$ cat src/bba_pkg.sv
`default_nettype none
// ----------------------------------------------------------------------------
// bba_pkg
// Shared constants, codes and controller/datapath link types for the bitmap
// block allocator.
// ----------------------------------------------------------------------------
package bba_pkg;

	localparam int MAP_BITS_DEF = 65536;
	localparam int WORD_BITS    = 64;
	localparam int WORD_SHIFT   = 6;
	localparam int BLOCK_LIMIT  = 65536;

	localparam int CNT_W     = 17;
	localparam int IDX_W     = 16;
	localparam int FUNC_W    = 3;
	localparam int STAT_W    = 2;
	localparam int CFG_IDX_W = 1;

	localparam logic [FUNC_W-1:0] FUNC_INIT  = 3'd0;
	localparam logic [FUNC_W-1:0] FUNC_ALLOC = 3'd1;
	localparam logic [FUNC_W-1:0] FUNC_FREE  = 3'd2;
	localparam logic [FUNC_W-1:0] FUNC_WRITE = 3'd3;
	localparam logic [FUNC_W-1:0] FUNC_READ  = 3'd4;

	localparam logic [STAT_W-1:0] STAT_OK      = 2'd0;
	localparam logic [STAT_W-1:0] STAT_NO_FREE = 2'd1;
	localparam logic [STAT_W-1:0] STAT_OOB     = 2'd2;

	localparam logic [CFG_IDX_W-1:0] REG_TOTAL_BLOCKS    = 1'b0;
	localparam logic [CFG_IDX_W-1:0] REG_METADATA_BLOCKS = 1'b1;

	localparam logic [CNT_W-1:0] TOTAL_RST = 17'd65536;
	localparam logic [CNT_W-1:0] META_RST  = 17'd0;
	localparam logic [CNT_W-1:0] COUNT_RST = 17'd65536;

	typedef struct packed {
		logic load;       // capture request
		logic sweep;      // write fill word at address, advance
		logic zero_fill;  // sweep writes zeros (power-up clear)
		logic rd;         // read map word at address
		logic next;       // advance scan address
		logic modify;     // update the word just read
		logic commit;     // update count, load response register
	} bba_cmd_t;

	typedef struct packed {
		logic [FUNC_W-1:0] func;
		logic              oob;
		logic              fc_zero;
		logic              at_last;
		logic              nonfull;
		logic              out_free;
	} bba_stat_t;

endpackage
`default_nettype wire

$ cat src/bba_ctrl.sv
`default_nettype none
// ----------------------------------------------------------------------------
// bba_ctrl
// Sequencer for the allocator: power-up clear, init sweep, map scan and
// read-modify-write of single map words.
// ----------------------------------------------------------------------------
module bba_ctrl import bba_pkg::*; (
	input  wire logic      clk,
	input  wire logic      arst_n,
	input  wire logic      req_valid,
	output logic           req_ready,
	output bba_cmd_t       cmd,
	input  wire bba_stat_t stat
);

	typedef enum logic [6:0] {
		ST_CLEAR  = 7'b0000001,
		ST_IDLE   = 7'b0000010,
		ST_DECODE = 7'b0000100,
		ST_SWEEP  = 7'b0001000,
		ST_RD     = 7'b0010000,
		ST_CHECK  = 7'b0100000,
		ST_FINISH = 7'b1000000
	} state_t;

	state_t state_q, state_d;

	always_comb begin
		state_d   = state_q;
		cmd       = '0;
		req_ready = 1'b0;
		case (state_q)
			ST_CLEAR: begin
				cmd.sweep     = 1'b1;
				cmd.zero_fill = 1'b1;
				if (stat.at_last) state_d = ST_IDLE;
			end
			ST_IDLE: begin
				req_ready = 1'b1;
				if (req_valid) begin
					cmd.load = 1'b1;
					state_d  = ST_DECODE;
				end
			end
			ST_DECODE: begin
				case (stat.func)
					FUNC_INIT:  state_d = ST_SWEEP;
					FUNC_ALLOC: state_d = stat.fc_zero ? ST_FINISH : ST_RD;
					FUNC_FREE, FUNC_WRITE, FUNC_READ: begin
						state_d = stat.oob ? ST_FINISH : ST_RD;
					end
					default:    state_d = ST_FINISH;
				endcase
			end
			ST_SWEEP: begin
				cmd.sweep = 1'b1;
				if (stat.at_last) state_d = ST_FINISH;
			end
			ST_RD: begin
				cmd.rd  = 1'b1;
				state_d = ST_CHECK;
			end
			ST_CHECK: begin
				// a full word during allocation moves the scan on, or ends it at the last word
				if ((stat.func == FUNC_ALLOC) && !stat.nonfull) begin
					if (stat.at_last) begin
						state_d = ST_FINISH;
					end else begin
						cmd.next = 1'b1;
						state_d  = ST_RD;
					end
				end else begin
					cmd.modify = 1'b1;
					state_d    = ST_FINISH;
				end
			end
			ST_FINISH: begin
				if (stat.out_free) begin
					cmd.commit = 1'b1;
					state_d    = ST_IDLE;
				end
			end
			default: state_d = ST_IDLE;
		endcase
	end

	always_ff @(posedge clk or negedge arst_n) begin
		if (!arst_n) begin
			state_q <= ST_CLEAR;
		end else begin
			state_q <= state_d;
		end
	end

endmodule
`default_nettype wire

$ cat config.mk
export PLATFORM = sky130hd
export DESIGN_NAME = bba_ctrl
export DESIGN_NICKNAME = d
export VERILOG_FILES = /design/src/bba_pkg.sv /design/src/bba_ctrl.sv
export SDC_FILE = /design/constraint.sdc
export NUM_CORES = 1
export LEC_CHECK = 0
export BUFFER_PORTS_ARGS = -buffer_cell sky130_fd_sc_hd__clkbuf_2
export CORE_MARGIN = 5
export CORE_UTILIZATION = 40
export CTS_CLUSTER_DIAMETER = 30
export CTS_CLUSTER_SIZE = 25
export DETAILED_ROUTE_END_ITERATION = 8
export GPL_ROUTABILITY_DRIVEN = 0
export PLACE_DENSITY = 0.65
export SETUP_SLACK_MARGIN = 0.1
export SLEW_MARGIN = 20
export SYNTH_ARGS = -nofsm -noshare
export SYNTH_HDL_FRONTEND = slang
export SYNTH_SLANG_ARGS = --single-unit
$ cat constraint.sdc
create_clock -name clk -period 2.2 [get_ports clk]
set_input_delay 0.11 -clock clk [delete_from_list [all_inputs] [get_ports clk]]
set_output_delay 0.11 -clock clk [all_outputs]
set_load 0.01 [all_outputs]
==> results of run 1 <==
power by group:
part           internal, mW  switching (mW)  leakage [nW]
sequential            0.159          0.0456        0.0868
clock                0.0690          0.0445        0.0150
combinational         0.174           0.170         0.244
total                 0.402           0.261         0.346
through the flow:
step	setup WS (ns)	power [mW]	hold WS, ns	cell area [um2]
3_3_place_gp	0.186	0.540	-0.0472	701
4_1_cts	0.114	0.660	0.200	737
6_report	0.123	0.663	0.202	744
2_1_floorplan	0.218	0.460	-0.186	592
3_5_place_dp	0.159	0.540	-0.0487	701
5_1_grt	0.0413	0.713	0.207	744
Yosys cell counts (all sizes together), types with 2 or more instances:
cell | number | area share [%]
a21oi | 3 | 2.5
and2 | 2 | 2.1
inv | 4 | 2.5
xnor2 | 3 | 4.4
nor2b | 2 | 2.1
nor2 | 5 | 3.2
nand2b | 3 | 3.2
or3 | 2 | 3.0
nor4 | 2 | 2.1
nor3 | 8 | 6.8
dfrtp | 6 | 25
or4 | 3 | 5.7
nor4b | 2 | 3.0
and3b | 2 | 3.0
or2 | 2 | 2.1
o21ai | 2 | 1.7
timing repair:
action                                  CTS  global route
resized for setup                         0             3
hold endpoints to repair                  7             0
endpoints found under the setup margin    0             4
hold buffers                              1             0
layer usage:
layer  vias to the layer above  global-route usage [%]
met4                         0                    2.69
met1                       251                    15.2
met3                         2                    6.42
met2                        16                    18.3
met5                         -                       0
li1                        298                       -
worst paths after layout:
kind	from	to	slack, ns
hold reg to reg	state_q[4]	state_q[5]	0.63
setup reg to reg	state_q[2]	state_q[1]	0.15
setup / recovery	state_q[2]	cmd[6]	0.12
max in group asynchronous	arst_n	state_q[0]	1.74
min in group asynchronous	arst_n	state_q[6]	0.23
hold / removal	stat[0]	state_q[6]	0.20
cell families (layout without fill, tap and decap cells):
logic type / count (synthesis) / in the layout
buf+inv: 6 / 29
compound gates: 13 / 13
flops: 7 / 7
simple gates: 37 / 37
mux: 1 / 1
xor+xnor: 3 / 3
final cells by class:
class / count / share of cell area [%]
clock buffer: 4 / 3.53
timing repair buffer: 21 / 15.5
inverter: 4 / 2.02
tap: 15 / 2.52
sequential: 7 / 24.0
multi-input combinational: 54 / 52.4
tightest hold or removal path, delay by kind of cell:
kind,cells,cell delay [ns]
and+or+nand+nor,1,0.13
buffers and inverters,1,0.10
AOI/OAI and AO/OA,1,0.06
==> impl_results.md, run 1 <==
- Biggest regs: state_q x7
- Critical Path RT: 2.09 ns
- Fill count: 132
- Vias in the first global route: 521
- Worst slew margin: 68.0%
- Antenna cell count: 0
- Synth Area in Simple Gates: 40.6%
- Critical Path Start Type: flop
- Clock latency on the worst-skew pair: 0.25 ns
- PwrDens: 890 nW/um2
- F_max: 481 MHz
- Residual DRC: 0
- Yosys reg bits: 7
- Nets@finish: 102
- Cell variety after synth: 33
- Post-synth top flop: dfrtp_1
- Leak: 0.346 nW
- Register area share after synthesis: 29.8%
- Final period utilization: 94.4%
- Post-DP HPWL: 1070 um
- Kind of cell adding the most delay to the critical path: simple AND/OR/NAND/NOR gates
- Most common cell after layout, fill and taps aside: clkbuf_2
- R2R depth: 4
- Clock skew: 0.00468 ns
- Initial antenna violation count: 0
- Clk root buf: clkbuf_4
- Max FFs per register: 7
- Commonest cells after routing, fill and taps aside: clkbuf_2, nor3_1, nor2_1
- Die height: 48.5 um
- Initial Utilization: 43.8%
- Max-Cap Viols: 0
- WL per Instance: 13.0 um
- Max IR drop VDD: 410 uV
- Hold WC Path Type: in2reg
- Final hold vios: 0
- Yosys warnings: 0
- Vias per inst: 5.40
- Area of the multi-input gates: 390 um2
- Largest net degree at the start of global routing: 10
- Synth Area in Adders: 0%
- Clock sinks: 7
- Die Width: 48.5 um
- Compound-Gate Fraction of Synth Area: 18.2%
- Crit path capture type: primary output
- Worst-path clk slew: 0.05 ns
- GRT Total Usage: 12.1%
- Metal-1 WL: 635 um
- Core ar.: 1350 um2
- Critical path peak fanout: 7
- Critical path class: reg2out
- First-pass GRT wire length: 2310 um
- Share of cells above drive strength 1: 40.0%
- Max-slew violation count: 0
- Post-Synthesis Cell Area: 592 um2
- # port buffers: 18
- Mux share of post-synthesis cell area: 1.90%
- Max Root-Sink Buffers: 2
- Total grt overflow: 0
- Core Rows: 13
- Layout area overhead: 25.8%
- IO Pins: 19
- Tmin final: 2.08 ns
- WL met2: 620 um
- Net Count, Synth: 78
- EDFF count, synth: 0
- Biggest register: state_q
- Hold depth: 3
- Num CTS Buffers: 3
- Critical-path top delay cell: or4_4
- CTS tree: yes
- Storage element area: 179 um2
- DR WL met3: 104 um
- Gate Count Post-Synth: 67
- Setup_tns: 0 ns
- Drt first-iter violations: 17
- Syn avg cell area: 8.83 um2
- RSZ-0062 raised after global routing: true
- Final non-filler cell total: 105
- Total wire length: 1370 um
- Synth Area in XOR/XNOR: 4.44%
- Ys async rst share: 100%
- Status: finished clean
- Placed cells: 100
- Worst path cell trace: or4_4 -> or2_2 -> nor2_1 -> and2_1 -> clkbuf_2
- CP Depth: 5
- Setup Buffers After CTS: 0
- Final setup vio count: 0
- DR pass1 iterations: 6
- H-tree depth: 1
- Largest family of logic cells by synthesized area: simple AND/OR/NAND/NOR gates
- Final core occ: 55.1%
- WP data arrival: 1.97 ns
- Buf/Inv on CP: 1
- Routed Antenna Nets: 0
- Worst slew pin tran: 0.473 ns
- DR top layer: met4
- Vias: 567
- Total die area: 2350 um2
- Crit-path max cell delay: 0.52 ns
(Power assumes the default switching activity.)
==> inputs of run 2 (changes only) <==
--- a/config.mk
+++ b/config.mk
@@ -12,7 +12,7 @@
 export CTS_CLUSTER_SIZE = 25
 export DETAILED_ROUTE_END_ITERATION = 8
 export GPL_ROUTABILITY_DRIVEN = 0
-export PLACE_DENSITY = 0.65
+export PLACE_DENSITY_LB_ADDON = 0.05
 export SETUP_SLACK_MARGIN = 0.1
 export SLEW_MARGIN = 20
 export SYNTH_ARGS = -nofsm -noshare
==> run 2 against run 1 <==
  * Routed wire length shrank 1.5%
  * Largest cell class unchanged
  * Global-route usage grew 0.10 points
  * Worst setup slack gained 0.032 ns
  * Critical path depth shrank 1
  * Clock power is essentially flat
  * Maximum frequency grew 1.6%
  * Worst hold slack lost 0.012 ns
==> impl_results.md, run 2 (synthesized netlist as in run 1, its figures left out) <==
- Status: finished clean
- Antenna cell count: 0 (unchanged)
- Hold WC Path Type: in2reg
- Critical Path Start Type: flop
- Fill count: 138 (+4.5%)
- Largest net degree at the start of global routing: 10 (unchanged)
- Clock latency on the worst-skew pair: 0.25 ns (about the same)
- Tmin final: 2.05 ns (-0.0321 ns)
- Drt first-iter violations: 9 (-8)
- Core ar.: 1350 um2 (unchanged)
- Initial Utilization: 43.8% (unchanged)
- Worst-path clk slew: 0.05 ns (about the same)
- Sw Share: 39.2% (-0.16 points)
- Net switching power figure: 0.264 mW (+1.2%)
- Post-DP HPWL: 1130 um (+5.3%)
- Final Worst Setup Slack: 0.155 ns (+0.0321 ns)
- Clock sinks: 7 (unchanged)
- Critical path peak fanout: 7 (unchanged)
- Logic gate share of total power: 53.5% (+1.5 points)
- Layout area overhead: 27.3%
- Die height: 48.5 um (unchanged)
- Num CTS Buffers: 3 (unchanged)
- Vias: 574 (+1.2%)
- Most common cell after layout, fill and taps aside: clkbuf_2
- Biggest regs: state_q x7
- Final core occ: 55.8% (+0.65 points)
- Total grt overflow: 0 (unchanged)
- Commonest cells after routing, fill and taps aside: clkbuf_2, nor3_1, nor2_1, dfrtp_1, inv_1
- Kind of cell adding the most delay to the critical path: simple AND/OR/NAND/NOR gates
- IO Pins: 19 (unchanged)
- Worst slew margin: 66.8% (-1.2 points)
- Share of cells above drive strength 1: 39.6% (-0.44 points)
- Setup_tns: 0 ns (unchanged)
- Worst path cell trace: or4_4 -> or3_4 -> o22ai_4 -> mux2_2
- GRT Total Usage: 12.2% (+0.10 points)
- Max-Cap Viols: 0 (unchanged)
- CTS tree: yes
- Setup Buffers After CTS: 0 (unchanged)
- DR pass1 iterations: 4 (-2)
- Max FFs per register: 7 (unchanged)
- Initial antenna violation count: 0 (unchanged)
- Total wire length: 1350 um (-1.5%)
- PwrDens: 894 nW/um2 (+0.46%)
- Biggest register: state_q
- Worst slew pin tran: 0.492 ns (+0.0185 ns)
- Total die area: 2350 um2 (unchanged)
- # port buffers: 18 (unchanged)
- Routed Antenna Nets: 0 (unchanged)
- Leak: 0.353 nW (+2.0%)
- Final hold vios: 0 (unchanged)
- Final period utilization: 93.0% (-1.5 points)
- Nets@finish: 103 (+0.98%)
- Crit path capture type: flop
- WP data arrival: 2.18 ns (+0.21 ns)
- Core Rows: 13 (unchanged)
- Vias per inst: 5.42 (+0.28%)
- RSZ-0062 raised after global routing: true
- Critical path class: reg2reg
- Clk root buf: clkbuf_4
- Die Width: 48.5 um (unchanged)
- Buf/Inv on CP: 0 (-1)
- WL per Instance: 12.7 um (-2.4%)
- Int Pwr: 0.410 mW (+1.9%)
- F_max: 489 MHz (+1.6%)
- First-pass GRT wire length: 2370 um (+2.7%)
- Critical Path RT: 2.34 ns (+0.25 ns)
- Max Root-Sink Buffers: 2 (unchanged)
- Clock skew: 0.00144 ns (-0.00324 ns)
- Max-slew violation count: 0 (unchanged)
- DP Worst Slack: 0.164 ns (+0.00442 ns)
- Crit-path max cell delay: 0.56 ns (+0.04 ns)
- H-tree depth: 1 (unchanged)
- Final setup vio count: 0 (unchanged)
- Vias in the first global route: 530 (+1.7%)
- Clock power frac: 16.9% (-0.2 points)
- Critical-path top delay cell: or4_4
- Residual DRC: 0 (unchanged)
- Max IR drop VDD: 677 uV (+65%)
- Flop pwr share: 29.6% (-1.3 points)
==> run 2: power by group through the flow <==
stage / Sequential [mW] / Combinational, mW / Clock, mW
final: 0.200 / 0.360 / 0.113
after global placement: 0.196 / 0.351 / 0
after global routing: 0.206 / 0.395 / 0.129
after floorplan: 0.189 / 0.271 / 0
after detailed placement: 0.197 / 0.348 / 0
after CTS: 0.195 / 0.358 / 0.118
==> run 2: area by class of cell <==
type                    instances  area (um2)  area share, %
multi-input cells              54         393           52.2
clock buffers                   4        26.3           3.49
flip-flops and latches          7         178           23.6
repair buffers                 22         123           16.3
well taps                      15        18.8           2.49
inverters                       4        15.0           1.99
==> run 2: worst paths after layout <==
check	start	end	slack (ns)	cells after the start
min in group asynchronous	arst_n	state_q[3]	0.22	2
hold reg to reg	state_q[6]	state_q[2]	0.67	2
max in group asynchronous	arst_n	state_q[0]	1.74	2
setup / recovery	state_q[2]	state_q[1]	0.15	4
setup reg to reg	state_q[2]	state_q[1]	0.15	4
hold / removal	stat[1]	state_q[4]	0.19	4
==> run 2: routing by layer <==
metal	track usage [%]	part of all wire, %	vias up
met3	4.59	3.6	2
met1	16.3	48	271
met2	19.3	48	5
met4	1.35	0.45	0
li1	-	-	296
met5	0	0	-
==> run 2: stage by stage <==
stage          total power, mW  hold slack [ns]  cell area [um2]  instances
3_5_place_dp             0.545          -0.0449              708        101
3_3_place_gp             0.547          -0.0461              708        101
5_1_grt                  0.729            0.213              753        106
6_report                 0.673            0.190              753        106
2_1_floorplan            0.460           -0.186              592         67
4_1_cts                  0.671            0.197              747        106
==> run 2: worst min-delay path: cells and delay by family <==
family	cells	cell delay, ns
buffers and inverters	1	0.07
AOI/OAI and AO/OA	1	0.07
and+or+nand+nor	2	0.14
==> run 2: repair_timing <==
action | in CTS | in global routing
gates cloned | 0 | 0
resized for setup | 1 | 2
setup endpoints to repair | 1 | 4
hold buffers | 1 | 0
hold endpoints to repair | 7 | 0
pin swaps | 0 | 0
==> inputs of run 3 (changes only) <==
--- a/config.mk
+++ b/config.mk
@@ -6,11 +6,11 @@
 export NUM_CORES = 1
 export LEC_CHECK = 0
 export BUFFER_PORTS_ARGS = -buffer_cell sky130_fd_sc_hd__clkbuf_2
-export CORE_MARGIN = 5
-export CORE_UTILIZATION = 40
+export CORE_AREA = 5 5 42 44
 export CTS_CLUSTER_DIAMETER = 30
 export CTS_CLUSTER_SIZE = 25
 export DETAILED_ROUTE_END_ITERATION = 8
+export DIE_AREA = 0 0 47 49
 export GPL_ROUTABILITY_DRIVEN = 0
 export PLACE_DENSITY_LB_ADDON = 0.05
 export SETUP_SLACK_MARGIN = 0.1
==> constraint.sdc (replaced) <==
create_clock -name clk -period 2.35 [get_ports clk]
set_input_delay 0.1175 -clock clk [delete_from_list [all_inputs] [get_ports clk]]
set_output_delay 0.1175 -clock clk [all_outputs]
set_load 0.01 [all_outputs]
==> run 3 against run 2 <==
  * Via count down 0.52%
  * Sequential share of layout area grew 0.56 points
  * Total power decreased by 8.7%
  * Non-clock buffer count fell by 2
  * Largest cell class unchanged
  * Largest power group unchanged
  * Highest routed layer is now met3
==> impl_results.md, run 3 (synthesized netlist as in run 1, its figures left out) <==
- Setup Buffers After CTS: 0 (unchanged)
- PostCTS Resize Cnt: 0 (-1)
- Vias in the first global route: 528 (-0.38%)
- WL per Instance: 13.0 um (+2.5%)
- Biggest regs: state_q x7
- Setup_tns: 0 ns (unchanged)
- GRT Total Usage: 13.0% (+0.80 points)
- # port buffers: 18 (unchanged)
- WL met2: 663 um (+3.4%)
- Final hold vios: 0 (unchanged)
- Total wire length: 1370 um (+1.5%)
- Metal-1 WL: 636 um (-2.2%)
- Clock sinks: 7 (unchanged)
- Hold WC Path Type: in2reg
- Critical path peak fanout: 7 (unchanged)
- DR pass1 iterations: 4 (unchanged)
- Final setup vio count: 0 (unchanged)
- Drt first-iter violations: 12 (+3)
- Worst slew margin: 61.4% (-5.4 points)
- Residual DRC: 0 (unchanged)
- Clk root buf: clkbuf_4
- DR top layer: met3
- Critical path class: reg2out
- Initial antenna violation count: 0 (unchanged)
- Largest net degree at the start of global routing: 10 (unchanged)
- Max Root-Sink Buffers: 2 (unchanged)
- Core ar.: 1400 um2 (+3.8%)
- F_max: 478 MHz
- Layout area overhead: 23.5%
- Antenna cell count: 0 (unchanged)
- Critical Path RT: 2.23 ns (-0.11 ns)
- Share of cells above drive strength 1: 36.0% (-3.6 points)
- Reg-to-Reg Start: state_q[2]
- Leak: 0.340 nW (-3.4%)
- Hold slack: 0.200 ns (+0.0104 ns)
- Final period utilization: 88.9%
- Final non-filler cell total: 105 (-0.94%)
- Most common cell after layout, fill and taps aside: clkbuf_2
- R2R depth: 4 (unchanged)
- Initial Utilization: 42.2% (-1.6 points)
- Placed cells: 100 (-0.99%)
- Worst slew pin tran: 0.571 ns (+0.0796 ns)
- Crit path capture type: primary output
- Core Rows: 14 (+1)
- Max-slew violation count: 0 (unchanged)
- Fill count: 142 (+2.9%)
- Max-Cap Viols: 0 (unchanged)
- Vias per inst: 5.44 (+0.42%)
- WP data arrival: 1.97 ns (-0.21 ns)
- End of the critical path: cmd[6]
- Max FFs per register: 7 (unchanged)
- Total die area: 2300 um2 (-2.0%)
- CP Launch Point: state_q[2]
- Commonest cells after routing, fill and taps aside: clkbuf_2, nor3_1, dfrtp_1
- Worst-path clk slew: 0.05 ns (about the same)
- Total grt overflow: 0 (unchanged)
- Vias: 571 (-0.52%)
- Status: finished clean
- Die height: 49 um (+1.1%)
- First-pass GRT wire length: 2270 um (-4.3%)
- Reg2Reg Capture Point: state_q[1]
- Die Width: 47 um (-3.0%)
- Clock skew: 0.000457 ns (-0.000980 ns)
- DR WL met3: 66 um (+38%)
- IO Pins: 19 (unchanged)
- Post-DP HPWL: 1100 um (-2.3%)
- Max IR drop VDD: 334 uV (-51%)
- CTS tree: yes
- Nets@finish: 101 (-1.9%)
- RSZ-0062 raised after global routing: false
- PwrDens: 841 nW/um2 (-5.9%)
- Num CTS Buffers: 3 (unchanged)
- Clock latency on the worst-skew pair: 0.25 ns (about the same)
- R2r setup slk: 0.29 ns (+0.14 ns)
- Critical Path Start Type: flop
- H-tree depth: 1 (unchanged)
- Biggest register: state_q
- Tmin final: 2.09 ns
- Routed Antenna Nets: 0 (unchanged)
## run 3: what timing repair did
item	CTS	global route
setup endpoints to repair	0	0
hold buffers	1	0
endpoints found under the hold margin	7	0
## run 3: final cells by class
cell class / instances / area (um2) / area share, %
repair buffers: 20 / 108 / 14.7
well taps: 16 / 20.0 / 2.74
multi-input cells: 54 / 385 / 52.7
inverters: 4 / 15.0 / 2.05
flip-flops and latches: 7 / 176 / 24.1
clock buffers: 4 / 26.3 / 3.60
## run 3: worst min path at each step
| stage | from | to | slack, ns | cells after the start |
|---|---|---|---|---|
| finish | stat[4] | state_q[4] | 0.20 | 3 |
| global route | stat[4] | state_q[4] | 0.22 | 3 |
| CTS | stat[4] | state_q[4] | 0.20 | 3 |
| detailed placement | arst_n | state_q[6] | -0.04 | 1 |
| global placement | arst_n | state_q[6] | -0.04 | 1 |
| floorplan | arst_n | state_q[1] | -0.18 | 0 |
## run 3: critical path: stages, from the launching register on
cell and delay, ns:
dfrtp_1 0.44, or4_4 0.54, or2_2 0.34, nor2_1 0.15, and2_1 0.13, clkbuf_2 0.12
## run 3: where the power goes
part           total, mW  switching (mW)  internal (mW)
clock network      0.109          0.0439         0.0648
registers          0.187          0.0402          0.147
logic              0.319           0.159          0.160
## run 3: layer usage
metal,GRT usage [%],up-vias
li1,-,292
met1,17.6,264
met2,20.4,15
met3,3.32,0
met4,2.76,0
met5,0,-
## run 3: metrics by stage
stage | worst slack (ns) | instance area, um2 | util, % | power [mW]
finish | 0.260 | 731 | 52.1 | 0.615
global route | 0.197 | 731 | 52.1 | 0.664
CTS | 0.257 | 731 | 52.1 | 0.619
detailed placement | 0.303 | 694 | 49.6 | 0.505
global placement | 0.332 | 694 | 49.6 | 0.509
floorplan | 0.368 | 592 | - | 0.431
